## src/sv/hhh_ram.sv

```systemverilog
// ----------------------------------------------------------------------------
// hhh_ram
// Single-port synchronous RAM with registered read data.
// ----------------------------------------------------------------------------
module hhh_ram #(
    parameter int unsigned WIDTH = 8,
    parameter int unsigned DEPTH = 16
) (
    input  logic                     aclk,
    input  logic                     wr_en,
    input  logic                     rd_en,
    input  logic [$clog2(DEPTH)-1:0] addr,
    input  logic [WIDTH-1:0]         wr_data,
    output logic [WIDTH-1:0]         rd_data
);

    logic [WIDTH-1:0] mem [DEPTH];
    logic [WIDTH-1:0] rd_data_reg;

    always_ff @(posedge aclk) begin
        if (wr_en) begin
            mem[addr] <= wr_data;
        end
        if (rd_en) begin
            rd_data_reg <= mem[addr];
        end
    end

    assign rd_data = rd_data_reg;

endmodule

```

## config.mk

```make
export PLATFORM = sky130hd
export DESIGN_NAME = hhh_ram
export DESIGN_NICKNAME = d
export VERILOG_FILES = /design/src/sv/hhh_ram.sv
export SDC_FILE = /design/constraint.sdc
export NUM_CORES = 1
export LEC_CHECK = 0
export BUFFER_PORTS_ARGS = -buffer_cell sky130_fd_sc_hd__buf_2
export CAP_MARGIN = 10
export CORE_ASPECT_RATIO = 0.75
export CORE_MARGIN = 3
export CORE_UTILIZATION = 50
export DETAILED_ROUTE_END_ITERATION = 7
export GPL_TIMING_DRIVEN = 1
export PLACE_DENSITY_LB_ADDON = 0.08
export SETUP_SLACK_MARGIN = 0.02
export SLEW_MARGIN = 20
export SYNTH_ARGS = -nofsm -noshare
export SYNTH_HDL_FRONTEND = slang
export SYNTH_SLANG_ARGS = --single-unit
```

## constraint.sdc

```tcl
create_clock -name aclk -period 1.8 [get_ports aclk]
set_input_delay 0.18 -clock aclk [delete_from_list [all_inputs] [get_ports aclk]]
set_output_delay 0.18 -clock aclk [all_outputs]
set_load 0.02 [all_outputs]
```

==> results.cfg <==
[grt]
grt_pass1_wl_um = 15200
first_global_vias = 2548
antenna_found_initial = 0
grt-ovfl-total = 0
grt_max_degree = 26
grt_usage = 0.194

[flow_run]
maxCapViolations = 0

[timing]
min_period_ps = 1450
worst_pin_slew_ps = 411
rsz0062_at_grt = no
slew_violations = 0
hold_viol = 0
slew_headroom = 0.724
max_freq_mhz = 689
fin_tns_setup_ps = 0
clock_skew_ps = 6.60
min_period_over_period = 0.806
setup_viol = 0

[logic_synthesis]
synth.avg_cell_area_um2 = 22.4
muxShareOfSynthArea = 0.140
syn_area_um2 = 5150
yosysSeqAreaShare = 0.793
synthAdderAreaFrac = 0
synth_edf_count = 136
yosysMostFrequentCell = edfxtp_1
synthSimpleGateAreaFrac = 0.0316
synth.top_cells.by_count = edfxtp_1, mux4_2, a22oi_1
ys_types = 17
synthFlopType = edfxtp_1
synth_area_leaders = edfxtp_1, mux4_2, a22oi_1
yosysTopAreaCellShare = 0.793
synth_compound_area_frac = 0.0233
ys_warn_count = 0
synth-seq-cells = 136
syn-num-nets = 245
synth.largest_area_cell = edfxtp_1
syn-instance-count = 230
synth-xor-area-share = 0
synth_top_family_by_area = multiplexers
synthArstFlopShare = 0

[clock_tree]
clk_pin_slew_ps = 50
postCtsHoldBufs = 0
post_cts_buffers = 0
cts_max_level = 4
cts_sinks = 136
cts_tree = built
cts.repair.resized = 0
cts_buffer_depth = 2
clkLatencyLatePin_ps = 410
clockRootBuffer = clkbuf_16
cts_buffers = 17

[run_status]
status = finished, final reports clean

[setup_path]
critical_path_arrival_ps = 1600
startpoint_type = flip-flop
critPathRequiredTime_ps = 1950
critPathKind = reg -> reg
crit_fanout = 1
end_kind = flip-flop

[final_layout]
final_cell_area_um2 = 6270
drive_gt1_frac = 0.389
syn2layout_area_growth_pct = 21.8
nFillCells = 704
stdcell_count = 438
fin_nets = 310
largest_register_ffs = 128
diodes = 0

[route]
wl_per_cell_um = 22.4
ant_nets = 0
drc = 0
dr.pass1.iters = 5
via_per_inst = 5.60
wl_um = 9810
drt_first_iter_violations = 230
vias = 2453

[floorplanning]
coreArea_um2 = 9850
rows = 31
die_x_um = 123
boundaryPins = 23
die_area_um2 = 11600
dieHeight_um = 93.9
start_util = 0.522

[pwr]
total_power_mw = 7.45
power.density_nw_per_um2 = 1190
max-vdd-ir-drop_mv = 1.08
leakage_nw = 2.12

[place]
dpl.hpwl_um = 6550
globalplace.congestion = 0.785
io_buffer_count = 22
dp.cells = 408
place_area_um2 = 5660

[hold_path]
hp-class = in -> reg
==> final timing paths <==
check / startpoint / end / slack (ps) / cells after the start
setup reg to reg: mem[11][4]$_DFFE_PP_ / rd_data[4]$_DFFE_PP_ / 350 / 3
setup / recovery: mem[11][4]$_DFFE_PP_ / rd_data[4]$_DFFE_PP_ / 350 / 3
hold reg to reg: mem[7][7]$_DFFE_PP_ / rd_data[7]$_DFFE_PP_ / 770 / 3
hold / removal: rd_en / rd_data[1]$_DFFE_PP_ / 140 / 1
==> through the flow <==
step / hold WS (ps) / util / worst slack [ps]
5_1_grt: 126 / 0.636 / 280
3_5_place_dp: 553 / 0.575 / 93.1
6_report: 143 / 0.636 / 349
2_1_floorplan: 279 / - / 127
3_3_place_gp: 550 / 0.575 / 86.5
4_1_cts: 125 / 0.636 / 342
==> layer usage <==
| metal | routed length [µm] | vias up | GRT usage |
|---|---|---|---|
| met4 | 131 | 0 | 0.0774 |
| met2 | 4480 | 68 | 0.264 |
| met3 | 498 | 9 | 0.0644 |
| met5 | 0 | - | 0 |
| met1 | 4700 | 1272 | 0.291 |
| li1 | - | 1104 | - |
==> cells by family after synthesis <==
family	count (synthesis)
compound gates	16
buf+inv	11
flops	136
mux	32
simple gates	35
==> critical path: stages, from the launching register on <==
cell and delay, ps:
edfxtp_1 360, mux4_2 490, a22oi_1 250, nand2_1 90
==> power breakdown <==
group	internal, mW	switching, mW	leakage (nW)
logic	0.155	0.207	0.595
registers	3.57	0.0202	1.24
clock network	2.29	1.21	0.284
total	6.02	1.44	2.12
==> area by class of cell <==
| class | count | area [µm²] | share of cell area |
|---|---|---|---|
| tap | 132 | 165 | 0.0263 |
| clock buffer | 17 | 425 | 0.0679 |
| multi-input combinational | 83 | 1000 | 0.160 |
| sequential | 136 | 4080 | 0.651 |
| clock inverter | 13 | 181 | 0.0289 |
| timing repair buffer | 57 | 410 | 0.0655 |
==> cell usage in the layout (no fill, tap or decap), types with 3 or more instances in the layout <==
| cell | count |
|---|---|
| a22oi_1 | 16 |
| buf_12 | 3 |
| buf_2 | 22 |
| buf_4 | 32 |
| bufinv_16 | 4 |
| clkbuf_16 | 17 |
| clkinvlp_4 | 4 |
| edfxtp_1 | 136 |
| mux4_2 | 32 |
| nand2_1 | 9 |
| nor2_1 | 13 |
| nor3_1 | 4 |
(Power assumes the default switching activity.)
