### config.mk
export PLATFORM = sky130hd
export DESIGN_NAME = hhh_hash
export DESIGN_NICKNAME = d
export VERILOG_FILES = /design/src/sv/hhh_pkg.sv /design/src/sv/hhh_hash.sv
export SDC_FILE = /design/constraint.sdc
export NUM_CORES = 1
export LEC_CHECK = 0
export CELL_PAD_IN_SITES_DETAIL_PLACEMENT = 1
export CELL_PAD_IN_SITES_GLOBAL_PLACEMENT = 2
export CORE_AREA = 2 2 176 221
export DETAILED_ROUTE_END_ITERATION = 16
export DIE_AREA = 0 0 178 223
export DONT_BUFFER_PORTS = 1
export PLACE_DENSITY = 0.79
export SETUP_SLACK_MARGIN = 0.05
export SYNTH_ARGS = -nofsm -noshare
export SYNTH_HDL_FRONTEND = slang
export SYNTH_SLANG_ARGS = --single-unit
### constraint.sdc
create_clock -name aclk -period 9.1 [get_ports aclk]
set_clock_uncertainty 0.15 [all_clocks]
set_input_delay 0.455 -clock aclk [delete_from_list [all_inputs] [get_ports aclk]]
set_output_delay 0.455 -clock aclk [all_outputs]
set_load 0.02 [all_outputs]
### src/sv/hhh_pkg.sv
// ----------------------------------------------------------------------------
// hhh_pkg
// Types and constants shared by the heavy-hitter sketch insert core.
// ----------------------------------------------------------------------------
package hhh_pkg;

    localparam int unsigned BUCKET_COUNT     = 1024;
    localparam int unsigned CELLS_PER_BUCKET = 8;
    localparam int unsigned LEVEL_COUNT      = 5;

    localparam int unsigned BKT_W  = 10;
    localparam int unsigned CELL_W = 3;
    localparam int unsigned LVL_W  = 3;
    localparam int unsigned USED_W = 4;
    localparam int unsigned CFG_W  = 3;

    localparam logic [31:0] MIX_MUL  = 32'h5bd1_e995;
    localparam logic [63:0] DRAW_MAX = 64'h0000_0000_7FFF_FFFF;
    localparam logic [31:0] CNT_MAX  = 32'hFFFF_FFFF;

    // register indexes
    localparam logic [CFG_W-1:0] REG_SEED   = 3'd0;
    localparam logic [CFG_W-1:0] REG_MASK_0 = 3'd1;
    localparam logic [CFG_W-1:0] REG_MASK_1 = 3'd2;
    localparam logic [CFG_W-1:0] REG_MASK_2 = 3'd3;
    localparam logic [CFG_W-1:0] REG_MASK_3 = 3'd4;
    localparam logic [CFG_W-1:0] REG_MASK_4 = 3'd5;

    typedef enum logic [2:0] {
        ACT_FILL  = 3'd0,
        ACT_MATCH = 3'd1,
        ACT_REPL  = 3'd2,
        ACT_KEEP  = 3'd3,
        ACT_READ  = 3'd4
    } act_t;

    typedef enum logic [3:0] {
        ST_CLEAR,
        ST_IDLE,
        ST_HSTART,
        ST_HWAIT,
        ST_READ,
        ST_LOAD,
        ST_SCAN,
        ST_DECIDE,
        ST_JUDGE,
        ST_WRITE,
        ST_OUT
    } state_t;

    typedef struct packed {
        logic [31:0]      count;
        logic [LVL_W-1:0] level;
        logic [31:0]      key;
    } cell_t;

    typedef struct packed {
        logic [USED_W-1:0]                used;
        cell_t [CELLS_PER_BUCKET-1:0]     cells;
    } row_t;

    typedef struct packed {
        logic             start;
        logic [31:0]      seed;
        logic [LVL_W-1:0] level;
        logic [31:0]      mkey;
    } hash_req_t;

    typedef struct packed {
        logic             done;
        logic [BKT_W-1:0] bucket;
    } hash_rsp_t;

endpackage

### src/sv/hhh_hash.sv
// ----------------------------------------------------------------------------
// hhh_hash
// Bucket hash over level and masked key, one shared multiplier, one
// multiply per cycle.
// ----------------------------------------------------------------------------
module hhh_hash (
    input  logic              aclk,
    input  logic              aresetn,
    input  hhh_pkg::hash_req_t req,
    output hhh_pkg::hash_rsp_t rsp
);

    logic        busy_reg, busy_next;
    logic [2:0]  step_reg, step_next;
    logic [31:0] acc_reg, acc_next;
    logic [31:0] tmp_reg, tmp_next;
    logic [31:0] mul_in;
    logic [31:0] mul_out;
    logic [31:0] fin;

    assign mul_out = mul_in * hhh_pkg::MIX_MUL;
    assign fin     = acc_reg ^ (acc_reg >> 15);

    always_comb begin
        mul_in    = acc_reg;
        busy_next = busy_reg;
        step_next = step_reg;
        acc_next  = acc_reg;
        tmp_next  = tmp_reg;
        if (req.start) begin
            busy_next = 1'b1;
            step_next = 3'd0;
            acc_next  = req.seed ^ 32'd8;
        end else if (busy_reg) begin
            step_next = step_reg + 3'd1;
            case (step_reg)
                3'd0: begin
                    mul_in   = {29'd0, req.level};
                    tmp_next = mul_out;
                end
                3'd1, 3'd4: begin
                    mul_in   = tmp_reg ^ (tmp_reg >> 24);
                    tmp_next = mul_out;
                end
                3'd2, 3'd5: begin
                    mul_in   = acc_reg;
                    acc_next = mul_out ^ tmp_reg;
                end
                3'd3: begin
                    mul_in   = req.mkey;
                    tmp_next = mul_out;
                end
                3'd6: begin
                    mul_in   = acc_reg ^ (acc_reg >> 13);
                    acc_next = mul_out;
                end
                default: begin
                    busy_next = 1'b0;
                end
            endcase
        end
    end

    always_ff @(posedge aclk) begin
        if (!aresetn) begin
            busy_reg <= 1'b0;
            step_reg <= 3'd0;
        end else begin
            busy_reg <= busy_next;
            step_reg <= step_next;
        end
        acc_reg <= acc_next;
        tmp_reg <= tmp_next;
    end

    assign rsp.done   = busy_reg && (step_reg == 3'd7) && !req.start;
    assign rsp.bucket = fin[hhh_pkg::BKT_W-1:0];

endmodule

==> results of run 1 <==
metal layers:
| layer | vias up | track usage (%) | share of wire (%) |
|---|---|---|---|
| met5 | - | 0 | 0.027 |
| met4 | 2 | 6.21 | 3.0 |
| met3 | 51 | 2.22 | 3.8 |
| met2 | 220 | 39.9 | 52 |
| met1 | 4838 | 26.2 | 41 |
| li1 | 4375 | - | - |
final cells by class:
type                       count  share of cell area (%)
antenna                        1                  0.0173
clock buffer                  10                    1.58
clock inverter                 6                   0.381
inverter                     342                    8.89
multi-input combinational    896                    67.0
sequential                    68                    13.9
tap                          492                    4.26
timing repair buffer          68                    4.04
per-stage QoR:
step	hold WS, ns	std cells	worst slack [ns]	area (sq um)	utilization [%]
2_1_floorplan	0.364	1335	0.0663	13000	-
3_3_place_gp	0.406	1857	0.227	14000	37.2
3_5_place_dp	0.438	1857	0.0257	14000	37.2
4_1_cts	0.0833	1873	0.0620	14300	37.9
5_1_grt	0.0885	1882	0.00329	14400	38.3
6_report	0.0909	1883	0.389	14400	38.3
final timing paths:
path | slack, ns | cells past startpoint | start | end
worst max-delay path | 0.39 | 31 | step_reg[1] | acc_reg[31]
worst max register to register | 0.39 | 31 | step_reg[1] | acc_reg[31]
worst min-delay path | 0.09 | 1 | aresetn | busy_reg
worst min register to register | 0.42 | 2 | step_reg[0] | step_reg[0]
cell usage in the layout (no fill, tap or decap), drive strengths merged, types with 5 or more instances in the layout:
cell	Yosys	layout
buf	7	68
mux2	6	6
edfxtp	64	64
a211oi	5	5
a22oi	16	16
inv	342	342
xnor2	59	59
nor2	41	41
o2bb2ai	5	5
nor3	7	7
a21o	14	14
fa	180	180
a221oi	6	6
a21oi	25	25
nand2b	9	9
xor2	44	44
o21a	6	6
clkbuf	22	10
o21ai	92	92
nor3b	14	14
a222oi	6	6
ha	224	224
nand2	81	81
repair_timing:
| action | CTS | global route |
|---|---|---|
| setup endpoints to repair | 1 | 9 |
| buffers inserted | 0 | 9 |
| endpoints found under the hold margin | 0 | 0 |
| pin swaps | 0 | 2 |
| gates cloned | 0 | 0 |
| gates resized for setup | 2 | 18 |
critical path, delay by kind of cell, from the launching register on:
kind,cells,cell delay (ns)
AO/OA/AOI/OAI,6,0.96
AND/OR/NAND/NOR,3,0.97
adder cells (fa/ha/maj),10,4.33
XOR/XNOR,1,0.36
buffers and inverters,10,1.00
multiplexers,1,0.27
flip-flops,1,0.39
cell families after synthesis:
kind of cell / synth area share, %
adder cells (fa/ha/maj): 49.1
buffers and inverters: 10.9
flip-flops: 15.3
AO/OA/AOI/OAI: 9.97
multiplexers: 0.748
XOR/XNOR: 7.63
AND/OR/NAND/NOR: 6.31
==> results.ini, run 1 <==
[run_status]
status=completed

[route]
routed_via_density=5.04
first_pass_iters=5
dr_total_vias=9486
drt_iter0_drc=534
detail_route.wl_per_cell_um=22.0
wirelength_um=41400
ant_nets=0
drc=0

[synth]
avgSynthCellArea_sq_um=9.77
yosysMostFrequentCell=inv_1
yosysSeqAreaShare_pct=15.3
synth_common_cells=342 x inv_1, 224 x ha_1, 180 x fa_1, 91 x o21ai_0, 81 x nand2_1
syn_nets=1809
synth_area_sq_mm=0.0130
yosysTopAreaCell=fa_1
ys.warnings.count=0
yosysTopAreaCellShare_pct=27.6
synthTopCellsByArea=fa_1 28%, ha_1 21%, edfxtp_1 15%
synthFlopType=edfxtp_1
ys_async_sr_fraction_pct=0
synth.distinct_cells=61
ys_seq_elements=68
synth_edf_count=64
synth_cells=1335

[sta]
tightest_slew_ns=0.843
setup_tns_ns=0
min_period_ns=8.71
setup_viol=0
finalMaxSlewViolations=0
clock.fmax_ghz=0.115
hold_viol_final=0
rsz0062_at_grt=yes
timing.final.crit_share_pct=95.7
slew_headroom_pct=43.2

[worst_setup_path]
crit_path_end_kind=register
slowest_delay_ns=0.58
startpoint_type=register
cp.required_ns=9.04
crit_fanout=15
cpMaxStageDelayCell=fa_1
cp.arrival_ns=8.65
worstSetupPathType=register to register

[placement]
gp_congestion=0.890
place_hpwl_um=35500
numPortBuffers=0

[worst_hold_path]
hp-class=primary input to register

[grt]
grt_max_degree=67
grt_pass1_vias=10800
gr-total-overflow=0
grt_usage_pct=21.6
grt_pass1_wl_um=64100
antenna_found_initial=3

[floorplanning]
num_rows=80
fp.dieW_um=178
pin_count=81
fp.dieH_um=223
die_area_sq_mm=0.0397
coreArea_sq_mm=0.0377
initial_core_util_pct=34.6

[clock_tree]
cts-buffers-inserted=9
cts_sinks=68
htreeDepth=3
cts_buffer_depth=2
cts-root-buf=clkbuf_16
hold_buffers=0
tritoncts=done
clock_latency_ns=0.34
clkTransAtPathRegs_ns=0.06

[final_layout]
drive_above_1_share_pct=8.06
area_growth_pct=10.8
fill_cells=4270
multi_input_area_sq_mm=0.00967
final_nets=1859
ff_latch_area_sq_mm=0.00200

[flow_run]
max-cap-violations=0

Power of run 1 is not shown: default switching activity piles up to over one toggle a cycle in this logic, so the estimate is an artifact.
==> run 2: changes to the inputs <==
--- a/config.mk
+++ b/config.mk
@@ -7,11 +7,12 @@
 export LEC_CHECK = 0
 export CELL_PAD_IN_SITES_DETAIL_PLACEMENT = 1
 export CELL_PAD_IN_SITES_GLOBAL_PLACEMENT = 2
-export CORE_AREA = 2 2 176 221
+export CORE_AREA = 2 2 190 239
 export DETAILED_ROUTE_END_ITERATION = 16
-export DIE_AREA = 0 0 178 223
+export DIE_AREA = 0 0 192 241
 export DONT_BUFFER_PORTS = 1
-export PLACE_DENSITY = 0.79
+export GPL_TIMING_DRIVEN = 0
+export PLACE_DENSITY = 0.71
 export SETUP_SLACK_MARGIN = 0.05
 export SYNTH_ARGS = -nofsm -noshare
 export SYNTH_HDL_FRONTEND = slang
==> results.ini, run 2 (synthesis gave the netlist of run 1 again) <==
[run_status]
status=completed  ; unchanged

[placement]
place_hpwl_um=36800  ; was 35,500 um
placedCellCount=1920  ; was 1,857
gp_congestion=0.842  ; was 0.890
numPortBuffers=0  ; unchanged
dpl-instance-area_sq_mm=0.0140  ; about the same

[sta]
clock.fmax_ghz=0.114  ; was 0.115 GHz
worst_hold_slack_ns=0.0862  ; was 0.0909 ns
finalMaxSlewViolations=0  ; unchanged
tightest_slew_ns=1.00  ; was 0.843 ns
slew_headroom_pct=32.9  ; was 43.2%
timing.final.crit_share_pct=96.5  ; was 95.7%
rsz0062_at_grt=yes  ; unchanged
min_period_ns=8.78  ; was 8.71 ns
setup_viol=0  ; unchanged
hold_viol_final=0  ; unchanged

[grt]
grt_pass1_vias=10700  ; was 10.8k
grt_max_degree=33  ; was 67
grt_usage_pct=19.4  ; was 21.6%
antenna_found_initial=3  ; unchanged
gr-total-overflow=0  ; unchanged
grt_pass1_wl_um=65400  ; was 64,100 um

[route]
drt_iter0_drc=421  ; was 534
routed_via_density=4.84  ; was 5.04
dr_total_vias=9498  ; was 9,486
detail_route.wl_per_cell_um=22.4  ; was 22.0 um
wirelength_um=44000  ; was 41,400 um
drc=0  ; unchanged
ant_nets=0  ; unchanged
first_pass_iters=5  ; unchanged

[worst_setup_path]
cp.required_ns=9.01  ; was 9.04 ns
cpMaxStageDelayCell=a2111oi_0  ; was fa_1
cp.arrival_ns=8.69  ; was 8.65 ns
startpoint=step_reg[0]  ; was step_reg[1]
crit_path_end_kind=register  ; unchanged
r2r-start=step_reg[0]  ; was step_reg[1]
startpoint_type=register  ; unchanged
crit_fanout=10  ; was 15
worstSetupPathType=register to register  ; unchanged
slowest_delay_ns=0.75  ; was 0.58 ns

[floorplanning]
num_rows=86  ; was 80
pin_count=81  ; unchanged
coreArea_sq_mm=0.0439  ; was 0.0377 sq mm
initial_core_util_pct=29.7  ; was 34.6%
die_area_sq_mm=0.0463  ; was 0.0397 sq mm
fp.dieW_um=192  ; was 178 um
fp.dieH_um=241  ; was 223 um

[clock_tree]
cts-buffers-inserted=9  ; unchanged
tritoncts=done  ; unchanged
clkTransAtPathRegs_ns=0.06  ; about the same
hold_buffers=0  ; unchanged
clock_latency_ns=0.34  ; about the same
htreeDepth=3  ; unchanged
cts-root-buf=clkbuf_16  ; unchanged
cts_buffer_depth=2  ; unchanged
cts_sinks=68  ; unchanged

[final_layout]
final_common_cell=inv_1  ; unchanged
multi_input_area_sq_mm=0.00985  ; was 0.00967 sq mm
final_nets=1859  ; unchanged
utilization_pct=33.6  ; was 38.3%
final-instance-count-excl-fill=1962  ; was 1,883
drive_above_1_share_pct=9.50  ; was 8.06%
ff_latch_area_sq_mm=0.00201  ; was 0.00200 sq mm
mostFrequentLayoutCells=341 x inv_1, 219 x ha_1, 180 x fa_1  ; was 341 x inv_1, 223 x ha_1, 180 x fa_1
stdcell_area_sq_mm=0.0148  ; was 0.0144 sq mm
diodes=0  ; was 1
fill_cells=5029  ; was 4,270
area_growth_pct=13.2  ; was 10.8%

[worst_hold_path]
hp-class=primary input to register  ; unchanged
worstHoldStart=aresetn  ; unchanged

[flow_run]
max-cap-violations=0  ; unchanged

-- run 2: routing by layer --
metal	share of wire, %	vias up	global-route usage (%)
met1	40	4863	22.8
li1	-	4382	-
met3	3.8	55	1.92
met5	0.030	-	0
met4	3.1	2	5.27
met2	53	196	37.2
-- run 2: final cells by class --
class	instances	share of cell area (%)
plain buffers	27	1.28
clock buffers	9	1.52
clock inverters	7	0.457
inverters	342	8.69
multi-input cells	896	66.7
flip-flops and latches	68	13.6
well taps	572	4.84
repair buffers	41	2.92
-- run 2: critical path, delay by kind of cell, from the launching register on --
kind / cells / cell delay, ns
AOI/OAI and AO/OA: 6 / 1.54
xor gates and xnor gates: 1 / 0.19
adders and majority gates: 10 / 4.31
buffers and inverters: 10 / 0.98
DFF: 1 / 0.39
and+or+nand+nor: 4 / 0.91
-- run 2: timing repair --
item / CTS / global route
buffers inserted: 8 / 19
cloned: 0 / 1
endpoints found under the setup margin: 27 / 13
gates resized for setup: 45 / 40
pin swaps: 3 / 10
endpoints found under the hold margin: 0 / 0
-- run 2: worst paths after layout --
check | slack, ns | endpoint | cells after the start
worst min register to register | 0.39 | step_reg[1] | 2
worst max-delay path | 0.32 | acc_reg[28] | 31
worst min-delay path | 0.09 | busy_reg | 1
worst max register to register | 0.32 | acc_reg[28] | 31
-- run 2: through the flow --
stage,setup WS (ns),TNS [ns]
2_1_floorplan,0.0663,0
3_3_place_gp,-3.09,-69.08
3_5_place_dp,-1.43,-14.65
4_1_cts,0.0166,0
5_1_grt,-0.00551,-0.00551
6_report,0.322,0
Power of run 2 is left out for the same reason.
